===== src/rtl/sorted_key_handler_table_macros.svh =====
// assertion macros for the sorted key/handler table
`ifndef SORTED_KEY_HANDLER_TABLE_MACROS_SVH
`define SORTED_KEY_HANDLER_TABLE_MACROS_SVH

`ifndef NO_ASSERTIONS

// condition must hold at every clock edge outside reset
`define SKHT_CHECK(label, cond, msg) \
  label: assert property (@(posedge clk) disable iff (rst) (cond)) else $error(msg);

// antecedent implies consequent in the same cycle
`define SKHT_IMPLY(label, ante, cons, msg) \
  label: assert property (@(posedge clk) disable iff (rst) (ante) |-> (cons)) else $error(msg);

`else

`define SKHT_CHECK(label, cond, msg)
`define SKHT_IMPLY(label, ante, cons, msg)

`endif

`endif


===== src/rtl/skht_ram.sv =====
// generic single write, single read ram with registered read data
module skht_ram #(
  parameter int unsigned WIDTH = 8,
  parameter int unsigned DEPTH = 16
) (
  input  logic                     clk,
  input  logic                     wr_en,
  input  logic [$clog2(DEPTH)-1:0] wr_addr,
  input  logic [WIDTH-1:0]         wr_data,
  input  logic [$clog2(DEPTH)-1:0] rd_addr,
  output logic [WIDTH-1:0]         rd_data
);

  logic [WIDTH-1:0] mem [DEPTH];

  always_ff @(posedge clk) begin
    if (wr_en) begin
      mem[wr_addr] <= wr_data;
    end
    rd_data <= mem[rd_addr];
  end

endmodule


===== config.mk =====
export PLATFORM = sky130hd
export DESIGN_NAME = skht_ram
export DESIGN_NICKNAME = d
export VERILOG_FILES = /design/src/rtl/sorted_key_handler_table_macros.svh /design/src/rtl/skht_ram.sv
export SDC_FILE = /design/constraint.sdc
export NUM_CORES = 1
export LEC_CHECK = 0
export BUFFER_PORTS_ARGS = -buffer_cell sky130_fd_sc_hd__buf_2
export CAP_MARGIN = 20
export CELL_PAD_IN_SITES_DETAIL_PLACEMENT = 0
export CELL_PAD_IN_SITES_GLOBAL_PLACEMENT = 1
export CORE_ASPECT_RATIO = 1.5
export CORE_MARGIN = 1
export CORE_UTILIZATION = 57
export DETAILED_ROUTE_END_ITERATION = 8
export PLACE_DENSITY_LB_ADDON = 0.1
export REMOVE_ABC_BUFFERS = 1
export SLEW_MARGIN = 25
export SYNTH_ARGS = -nofsm -noshare
export SYNTH_HDL_FRONTEND = slang
export SYNTH_SLANG_ARGS = --single-unit

===== constraint.sdc =====
create_clock -name clk -period 3.93 [get_ports clk]
set_clock_uncertainty 0.2 [all_clocks]
set_input_delay 0.5895 -clock clk [delete_from_list [all_inputs] [get_ports clk]]
set_output_delay 0.5895 -clock clk [all_outputs]
set_load 0.03 [all_outputs]

==> results of run 1 <==
==> cell usage in the layout, fill, tap and decap left out, drive strengths merged <==
cell / instances
clkbuf: 18
nand2b: 2
clkinvlp: 4
or3b: 1
dfxtp: 8
mux4: 32
nand2: 9
clkinv: 5
nor3: 4
nor2: 13
and2b: 1
a22oi: 16
nor2b: 1
and2: 1
nand3: 1
nand3b: 2
bufinv: 5
buf: 30
edfxtp: 128
==> cell families after synthesis <==
family | Yosys count
AO/OA/AOI/OAI | 16
AND/OR/NAND/NOR | 35
multiplexers | 32
buffers and inverters | 10
flip-flops | 136
==> final timing paths <==
path,from,to,slack [ns],depth (start not counted)
hold / removal,wr_data[1],mem[5][1]$_DFFE_PP_,0.36,1
hold reg to reg,mem[14][5]$_DFFE_PP_,rd_data[5]$_DFF_P_,0.47,3
setup / recovery,rd_addr[0],rd_data[0]$_DFF_P_,1.84,5
setup reg to reg,mem[1][0]$_DFFE_PP_,rd_data[0]$_DFF_P_,2.36,3
==> per-stage QoR <==
step	instances	area, um^2	util, %
after floorplan	219	5060	-
after global placement	359	5360	61.1
after detailed placement	359	5360	61.1
after CTS	391	6000	68.3
after global routing	391	6000	68.3
final	391	6000	68.3
==> cell type report <==
type                       instances  area, um^2
fill                             525        2780
sequential                       136        4000
clock buffer                      18         429
tap                              110         138
clock inverter                    14         205
timing repair buffer              30         163
multi-input combinational         83        1060
==> state kept, by name, indices dropped and copies added, names as in the netlist <==
register,flops
mem,128
rd_data,8
==> power by group <==
part | switching [mW] | internal [mW]
Combinational | 0.0991 | 0.0591
Sequential | 0.00989 | 1.62
Clock | 0.566 | 1.12
==> per-layer routing <==
layer	GRT usage, %	vias up	routed length, um
li1	-	1053	-
met1	29.8	1240	3800
met2	37.3	82	5020
met3	6.10	16	481
met4	10.3	0	131
met5	0	-	0
==> worst max-delay path, delay by kind of cell <==
| family | cells | cell delay, ns |
|---|---|---|
| buffers and inverters | 2 | 0.55 |
| AND/OR/NAND/NOR | 1 | 0.10 |
| AO/OA/AOI/OAI | 1 | 0.27 |
| multiplexers | 1 | 0.65 |
==> metrics.txt, run 1 <==
largest net degree at the start of global routing=33; drt pass-1 iters=4; leading post-synthesis cells by cell area=edfxtp_1 (75%), mux4_2 (7.9%), mux4_1 (7.1%); EDFF count, synth=128; clock sinks=136; cell taking the most area after synthesis=edfxtp_1; adder-cell share of the synthesized area=0%; GRT overflow=0; P per Cell Area=579 mW/mm^2; clock root buffer=clkbuf_16; setup_tns=0 ns; synthesized area=0.00515 mm^2; Setup Crit Path Kind=in -> reg; DRT Wirelength=9.44 mm; Netlist cell types=19; worst slew pin tran=0.958 ns; clock latency on the worst-skew pair=0.41 ns; Hold Vio Cnt, Final=0; total number of vias=2,391; CP startpoint kind=primary input; Fmax achieved=477 MHz; Setup-failing EPs final=0; dpl ws=1.42 ns; Synth Flop Type=edfxtp_1; share of layout cells above drive strength 1=27.4%; Cell Chain, Critical Path=buf_2, buf_4, mux4_1, a22oi_1, nand2_1; Yosys warning total=0; largest family of logic cells by synthesized area=multiplexers; Crit. End Element=flip-flop; run status=finished clean; iteration-0 DRC count of the detailed router=132; initial antenna violation count=0; post-route ant nets=0; first-pass GRT wire length=14.6 mm; CP peak stage delay=0.65 ns; top cells by count, synth=edfxtp_1 (128), mux4_2 (18), a22oi_1 (16); Post-synth ARST share=0%; Worst EP arrival=2.19 ns; Slowest cell on crit path=mux4_1; minimum clock period=2.09 ns; fin nets=286; CTS tree=built; Tcrit/Tclk final=53.3%; starting density of the core=58.7%; core area=0.00878 mm^2; CTS max path bufs=2; DP HPWL=6.00 mm; number of global-route vias before repair=2,530; Syn-to-layout area delta=16.5%; Tot Pwr=3.47 mW; die width=79.6 um; RD Place Congestion=0.698; Final Max Slew Viols=0; worst hold slack=0.364 ns; H-tree depth=4; Final Worst Setup Slack=1.84 ns; worst endpoint required time=4.02 ns; Cells after Synth=229; vias per std cell=6.12; cell with the most instances after synthesis=edfxtp_1; Seq/Total Area, Yosys=77.8%; multiplexer share of the synthesized area=15.0%; post-synth top area share=74.7%; Die H=118 um; I/O Buffers=25; die area=0.00942 mm^2; total track usage=23.3%; Leak=2.01 nW; worst vdd ir=0.380 mV; Post-Synth XOR/XNOR Area=0%; n_diodes=0; Post-Synth Simple-Gate Area=3.18%; IO Count=26; Avg WL per Cell=24.1 um; CP Max Fanout=32; post-CTS sizing=0; hold_buf cts=0; Post-Syn Area per Cell=22.5 um^2; Slew HR=35.9%; row cnt=42; TritonCTS Buffers=17; # DRC=0; max-cap violation count=0; clock slew at reported path FFs=0.05 ns; compound-cell area share of the yosys netlist=2.33%; path category of the worst min-delay check=in -> reg; RSZ-0062 raised after global routing=no; post-CTS setup buffers=0; Synth Register Bits=136
Power figures use the tool's default switching activity.
==> run 2: changes to the inputs <==
CORE_UTILIZATION = 53   (was 57)
clock period = 2.2 ns   (was 3.93 ns; I/O delays follow)
==> metrics.txt, run 2 (synthesized netlist as in run 1, its figures left out) <==
TritonCTS Buffers=17 (unchanged); path category of the worst min-delay check=in -> reg (unchanged); Setup Crit Path Kind=reg -> reg (was in -> reg); hold_buf cts=0 (unchanged); H-tree depth=4 (unchanged); Leak=2.10 nW (was 2.01 nW); clock slew at reported path FFs=0.06 ns (was 0.05 ns); worst vdd ir=0.714 mV (was 0.380 mV); share of layout cells above drive strength 1=30.9% (was 27.4%); max FFs per register=128 (unchanged); HP Start=wr_data[1] (unchanged); RSZ-0062 raised after global routing=no (unchanged); worst endpoint required time=2.29 ns (was 4.02 ns); reg2reg start=mem[1][5]$_DFFE_PP_ (was mem[1][0]$_DFFE_PP_); max-cap violation count=0 (unchanged); most common cell after layout, fill and taps aside=edfxtp_1 (unchanged); total track usage=22.5% (was 23.3%); Critical path origin=mem[1][5]$_DFFE_PP_ (was rd_addr[0]); Top Registers=mem (128), rd_data (8) (unchanged); IO Count=26 (unchanged); CTS max path bufs=2 (unchanged); worst hold slack=0.105 ns (was 0.364 ns); P per Cell Area=979 mW/mm^2 (was 579 mW/mm^2); Hold Vio Cnt, Final=0 (unchanged); minimum clock period=1.67 ns; Slew HR=73.3% (was 35.9%); CTS tree=built (unchanged); post-CTS setup buffers=0 (unchanged); largest net degree at the start of global routing=33 (unchanged); run status=finished clean (unchanged); CP Max Fanout=1 (was 32); clock root buffer=clkbuf_16 (unchanged); DRT Wirelength=9.70 mm (was 9.44 mm); CP startpoint kind=flip-flop (was primary input); worst slew pin tran=0.400 ns (was 0.958 ns); fin nets=303 (was 286); starting density of the core=55.0% (was 58.7%); most frequent cells in the layout=edfxtp_1 (128), buf_2 (25), buf_4 (20) (was edfxtp_1 (128), buf_2 (25), mux4_2 (18)); DP HPWL=6.14 mm (was 6.00 mm); Avg WL per Cell=23.6 um (was 24.1 um); die area=0.0101 mm^2 (was 0.00942 mm^2); Reg with most FFs=mem (unchanged); number of global-route vias before repair=2,475 (was 2,530); design area=0.00610 mm^2 (was 0.00600 mm^2); drt pass-1 iters=5 (was 4); Die H=123 um (was 118 um); post-route ant nets=0 (unchanged); n_diodes=0 (unchanged); Syn-to-layout area delta=18.5% (was 16.5%); Post-DP Area=0.00552 mm^2 (was 0.00536 mm^2); iteration-0 DRC count of the detailed router=220 (was 132); die width=82.5 um (was 79.6 um); final design utilization=65.2% (was 68.3%); Tcrit/Tclk final=75.7%; post-CTS sizing=0 (unchanged); Worst EP arrival=1.75 ns (was 2.19 ns); GRT overflow=0 (unchanged); Final Max Slew Viols=0 (unchanged); I/O Buffers=25 (unchanged); dpl ws=0.114 ns (was 1.42 ns); Fmax achieved=600 MHz; vias per std cell=5.91 (was 6.12); clock latency on the worst-skew pair=0.41 ns (about the same); RD Place Congestion=0.720 (was 0.698); initial antenna violation count=0 (unchanged); total number of vias=2,422 (was 2,391); Layout fillers=654 (was 525); Final Worst Setup Slack=0.535 ns (was 1.84 ns); placed cell count=378 (was 359); Crit. End Element=flip-flop (unchanged); row cnt=43 (was 42); # DRC=0 (unchanged); Tot Pwr=5.97 mW (was 3.47 mW); clock sinks=136 (unchanged); Setup-failing EPs final=0 (unchanged); setup_tns=0 ns (unchanged); first-pass GRT wire length=14.6 mm (unchanged); fin cells=410 (was 391); core area=0.00936 mm^2 (was 0.00878 mm^2)
[run 2: routing by layer]
layer	part of all wire (%)	vias up	routed length (um)	global-route usage [%]
met3	7.2	7	695	7.29
met5	0	-	0	0
met1	38	1222	3670	27.7
li1	-	1087	-	-
met2	54	106	5250	36.7
met4	0.85	0	82	8.33
[run 2: worst max-delay path, stage by stage (launching register included)]
cell and delay (ns):
edfxtp_1 0.35, mux4_1 0.52, a22oi_1 0.38, nand2_1 0.09
[run 2: cell type report]
| class | count | area, um^2 | share of cell area (%) |
|---|---|---|---|
| Timing Repair Buffer | 47 | 315 | 5.17 |
| Sequential cell | 136 | 4000 | 65.6 |
| Multi-Input combinational cell | 83 | 1060 | 17.3 |
| Clock buffer | 18 | 429 | 7.03 |
| Tap cell | 112 | 140 | 2.30 |
| Clock inverter | 14 | 155 | 2.54 |
[run 2: final timing paths]
check	slack [ns]	endpoint	cells past startpoint
setup / recovery	0.53	rd_data[5]$_DFF_P_	3
hold / removal	0.10	mem[15][1]$_DFFE_PP_	1
setup reg to reg	0.53	rd_data[5]$_DFF_P_	3
hold reg to reg	0.49	rd_data[7]$_DFF_P_	3
[run 2: power breakdown]
part | switching [mW] | internal, mW
clock network | 0.991 | 1.77
registers | 0.0164 | 2.90
logic | 0.183 | 0.121
==> run 3: changes to the inputs <==
CORE_UTILIZATION = 48   (was 53)
clock period = 1.3 ns   (was 2.2 ns; I/O delays follow)
==> metrics.txt, run 3 (synthesized netlist as in run 1, its figures left out) <==
core area=0.0102 mm^2 (was 0.00936 mm^2); worst endpoint required time=1.38 ns (was 2.29 ns); H-tree depth=4 (unchanged); post-CTS setup buffers=0 (unchanged); worst vdd ir=1.01 mV (was 0.714 mV); Tcrit/Tclk final=113% (was 75.7%); total track usage=19.7% (was 22.5%); run status=complete, but fails checks (was finished clean); CTS max path bufs=2 (unchanged); final design utilization=62.1% (was 65.2%); fin nets=320 (was 303); Layout fillers=748 (was 654); buffers and inverters on the worst path=0 (unchanged); GRT overflow=0 (unchanged); Hold Vio Cnt, Final=0 (unchanged); most frequent cells in the layout=edfxtp_1 (128), buf_4 (31), mux4_2 (28) (was edfxtp_1 (128), buf_2 (25), buf_4 (20)); row cnt=45 (was 43); path category of the worst min-delay check=in -> reg (unchanged); CTS tree=built (unchanged); first-pass GRT wire length=14.9 mm (was 14.6 mm); IO Count=26 (unchanged); die area=0.0112 mm^2 (was 0.0101 mm^2); grt met2 use=33.0% (was 36.7%); Slew HR=39.1% (was 73.3%); post-route ant nets=0 (unchanged); Setup Crit Path Kind=reg -> reg (unchanged); # DRC=0 (unchanged); minimum clock period=1.47 ns (was 1.67 ns); Final Max Slew Viols=0 (unchanged); max FFs per register=128 (unchanged); Tot Pwr=10.3 mW (was 5.97 mW); Setup-failing EPs final=8 (was 0); iteration-0 DRC count of the detailed router=159 (was 220); vias per std cell=5.39 (was 5.91); starting density of the core=50.2% (was 55.0%); CP Max Fanout=1 (unchanged); clock slew at reported path FFs=0.06 ns (about the same); TritonCTS Buffers=17 (unchanged); met3 Use GR=4.49% (was 7.29%); I/O Buffers=25 (unchanged); RD Place Congestion=0.714 (was 0.720); clock sinks=136 (unchanged); share of layout cells above drive strength 1=40.3% (was 30.9%); RSZ-0062 raised after global routing=yes (was no); n_diodes=0 (unchanged); Fmax achieved=679 MHz (was 600 MHz); largest net degree at the start of global routing=24 (was 33); Worst path top cell family by delay=multiplexers (unchanged); initial antenna violation count=0 (unchanged); clock root buffer=clkbuf_16 (unchanged); number of global-route vias before repair=2,614 (was 2,475); Syn-to-layout area delta=23.7% (was 18.5%); CP startpoint kind=flip-flop (unchanged); total number of vias=2,459 (was 2,422); met1 usage=24.4% (was 27.7%); Reg with most FFs=mem (unchanged); Crit. End Element=flip-flop (unchanged); worst hold slack=0.128 ns (was 0.105 ns); worst slew pin tran=0.912 ns (was 0.400 ns); Final Worst Setup Slack=-0.174 ns (was 0.535 ns); DRT Wirelength=9.66 mm (was 9.70 mm); failing checks=negative setup slack; Die H=129 um (was 123 um); P per Cell Area=1610 mW/mm^2 (was 979 mW/mm^2); Cell Chain, Critical Path=mux4_2, a22oi_2, nand2_1 (was mux4_1, a22oi_1, nand2_1); CP peak stage delay=0.49 ns (was 0.52 ns); Worst EP arrival=1.56 ns (was 1.75 ns); most common cell after layout, fill and taps aside=edfxtp_1 (unchanged); Leak=2.17 nW (was 2.10 nW); die width=86.6 um (was 82.5 um); drt pass-1 iters=4 (was 5); Avg WL per Cell=21.2 um (was 23.6 um); layer carrying the most global-route usage=met2 (unchanged); max-cap violation count=0 (unchanged); clock latency on the worst-skew pair=0.41 ns (about the same); DP HPWL=6.47 mm (was 6.14 mm); Top Registers=mem (128), rd_data (8) (unchanged); Slowest cell on crit path=mux4_2 (was mux4_1)
run 3: changes by cell type in the layout (fill, tap and decap cells not counted), moves of 8 or more:
cell	delta
buf_4	+11
a22oi_1	-8
a22oi_2	+8
mux4_2	+10
buf_2	-8
dlygate4sd3_1	+8
mux4_1	-10
run 3: metrics by stage:
stage	setup TNS (ns)	cell area (um^2)	instances	setup slack (ns)
finish	-1.09	6370	456	-0.174
global route	-1.51	6370	456	-0.215
CTS	-1.15	6360	456	-0.175
detailed placement	-34.43	5650	416	-0.551
global placement	-34.63	5650	416	-0.560
floorplan	-22.83	5060	219	-0.588
run 3: power by group:
group / leakage, nW / internal, mW / switching [mW]
sequential: 1.22 / 4.91 / 0.0312
combinational: 0.654 / 0.275 / 0.321
clock: 0.291 / 3.02 / 1.73
total: 2.17 / 8.20 / 2.09
run 3: worst min-delay path, cell delays in order:
cell and delay, ns:
buf_2 0.14, nor3_1 0.08, buf_4 0.15
run 3: timing repair:
action | CTS | global route
pin swaps | 8 | 2
gates resized for setup | 28 | 5
hold endpoints to repair | 128 | 0
hold buffers | 8 | 0
setup endpoints to repair | 16 | 10
run 3: area by class of cell:
cell class,count,area [um^2],area share [%]
Clock buffer,17,425,6.68
Sequential cell,136,4010,62.9
Clock inverter,15,176,2.77
Tap cell,141,176,2.77
Multi-Input combinational cell,83,1060,16.6
Timing Repair Buffer,64,523,8.21
run 3: worst paths after layout:
kind / depth (start not counted) / endpoint / slack [ns] / startpoint
max: 3 / rd_data[7]$_DFF_P_ / -0.17 / mem[3][7]$_DFFE_PP_
min: 3 / mem[4][1]$_DFFE_PP_ / 0.13 / wr_addr[0]
max reg2reg: 3 / rd_data[7]$_DFF_P_ / -0.17 / mem[3][7]$_DFFE_PP_
min reg2reg: 3 / rd_data[3]$_DFF_P_ / 0.48 / mem[7][3]$_DFFE_PP_
run 3: metal layers:
layer	routed length (um)	part of all wire (%)	up-vias
li1	-	-	1115
met1	4110	43	1264
met2	5130	53	71
met3	315	3.3	9
met4	106	1.1	0
met5	0	0	-
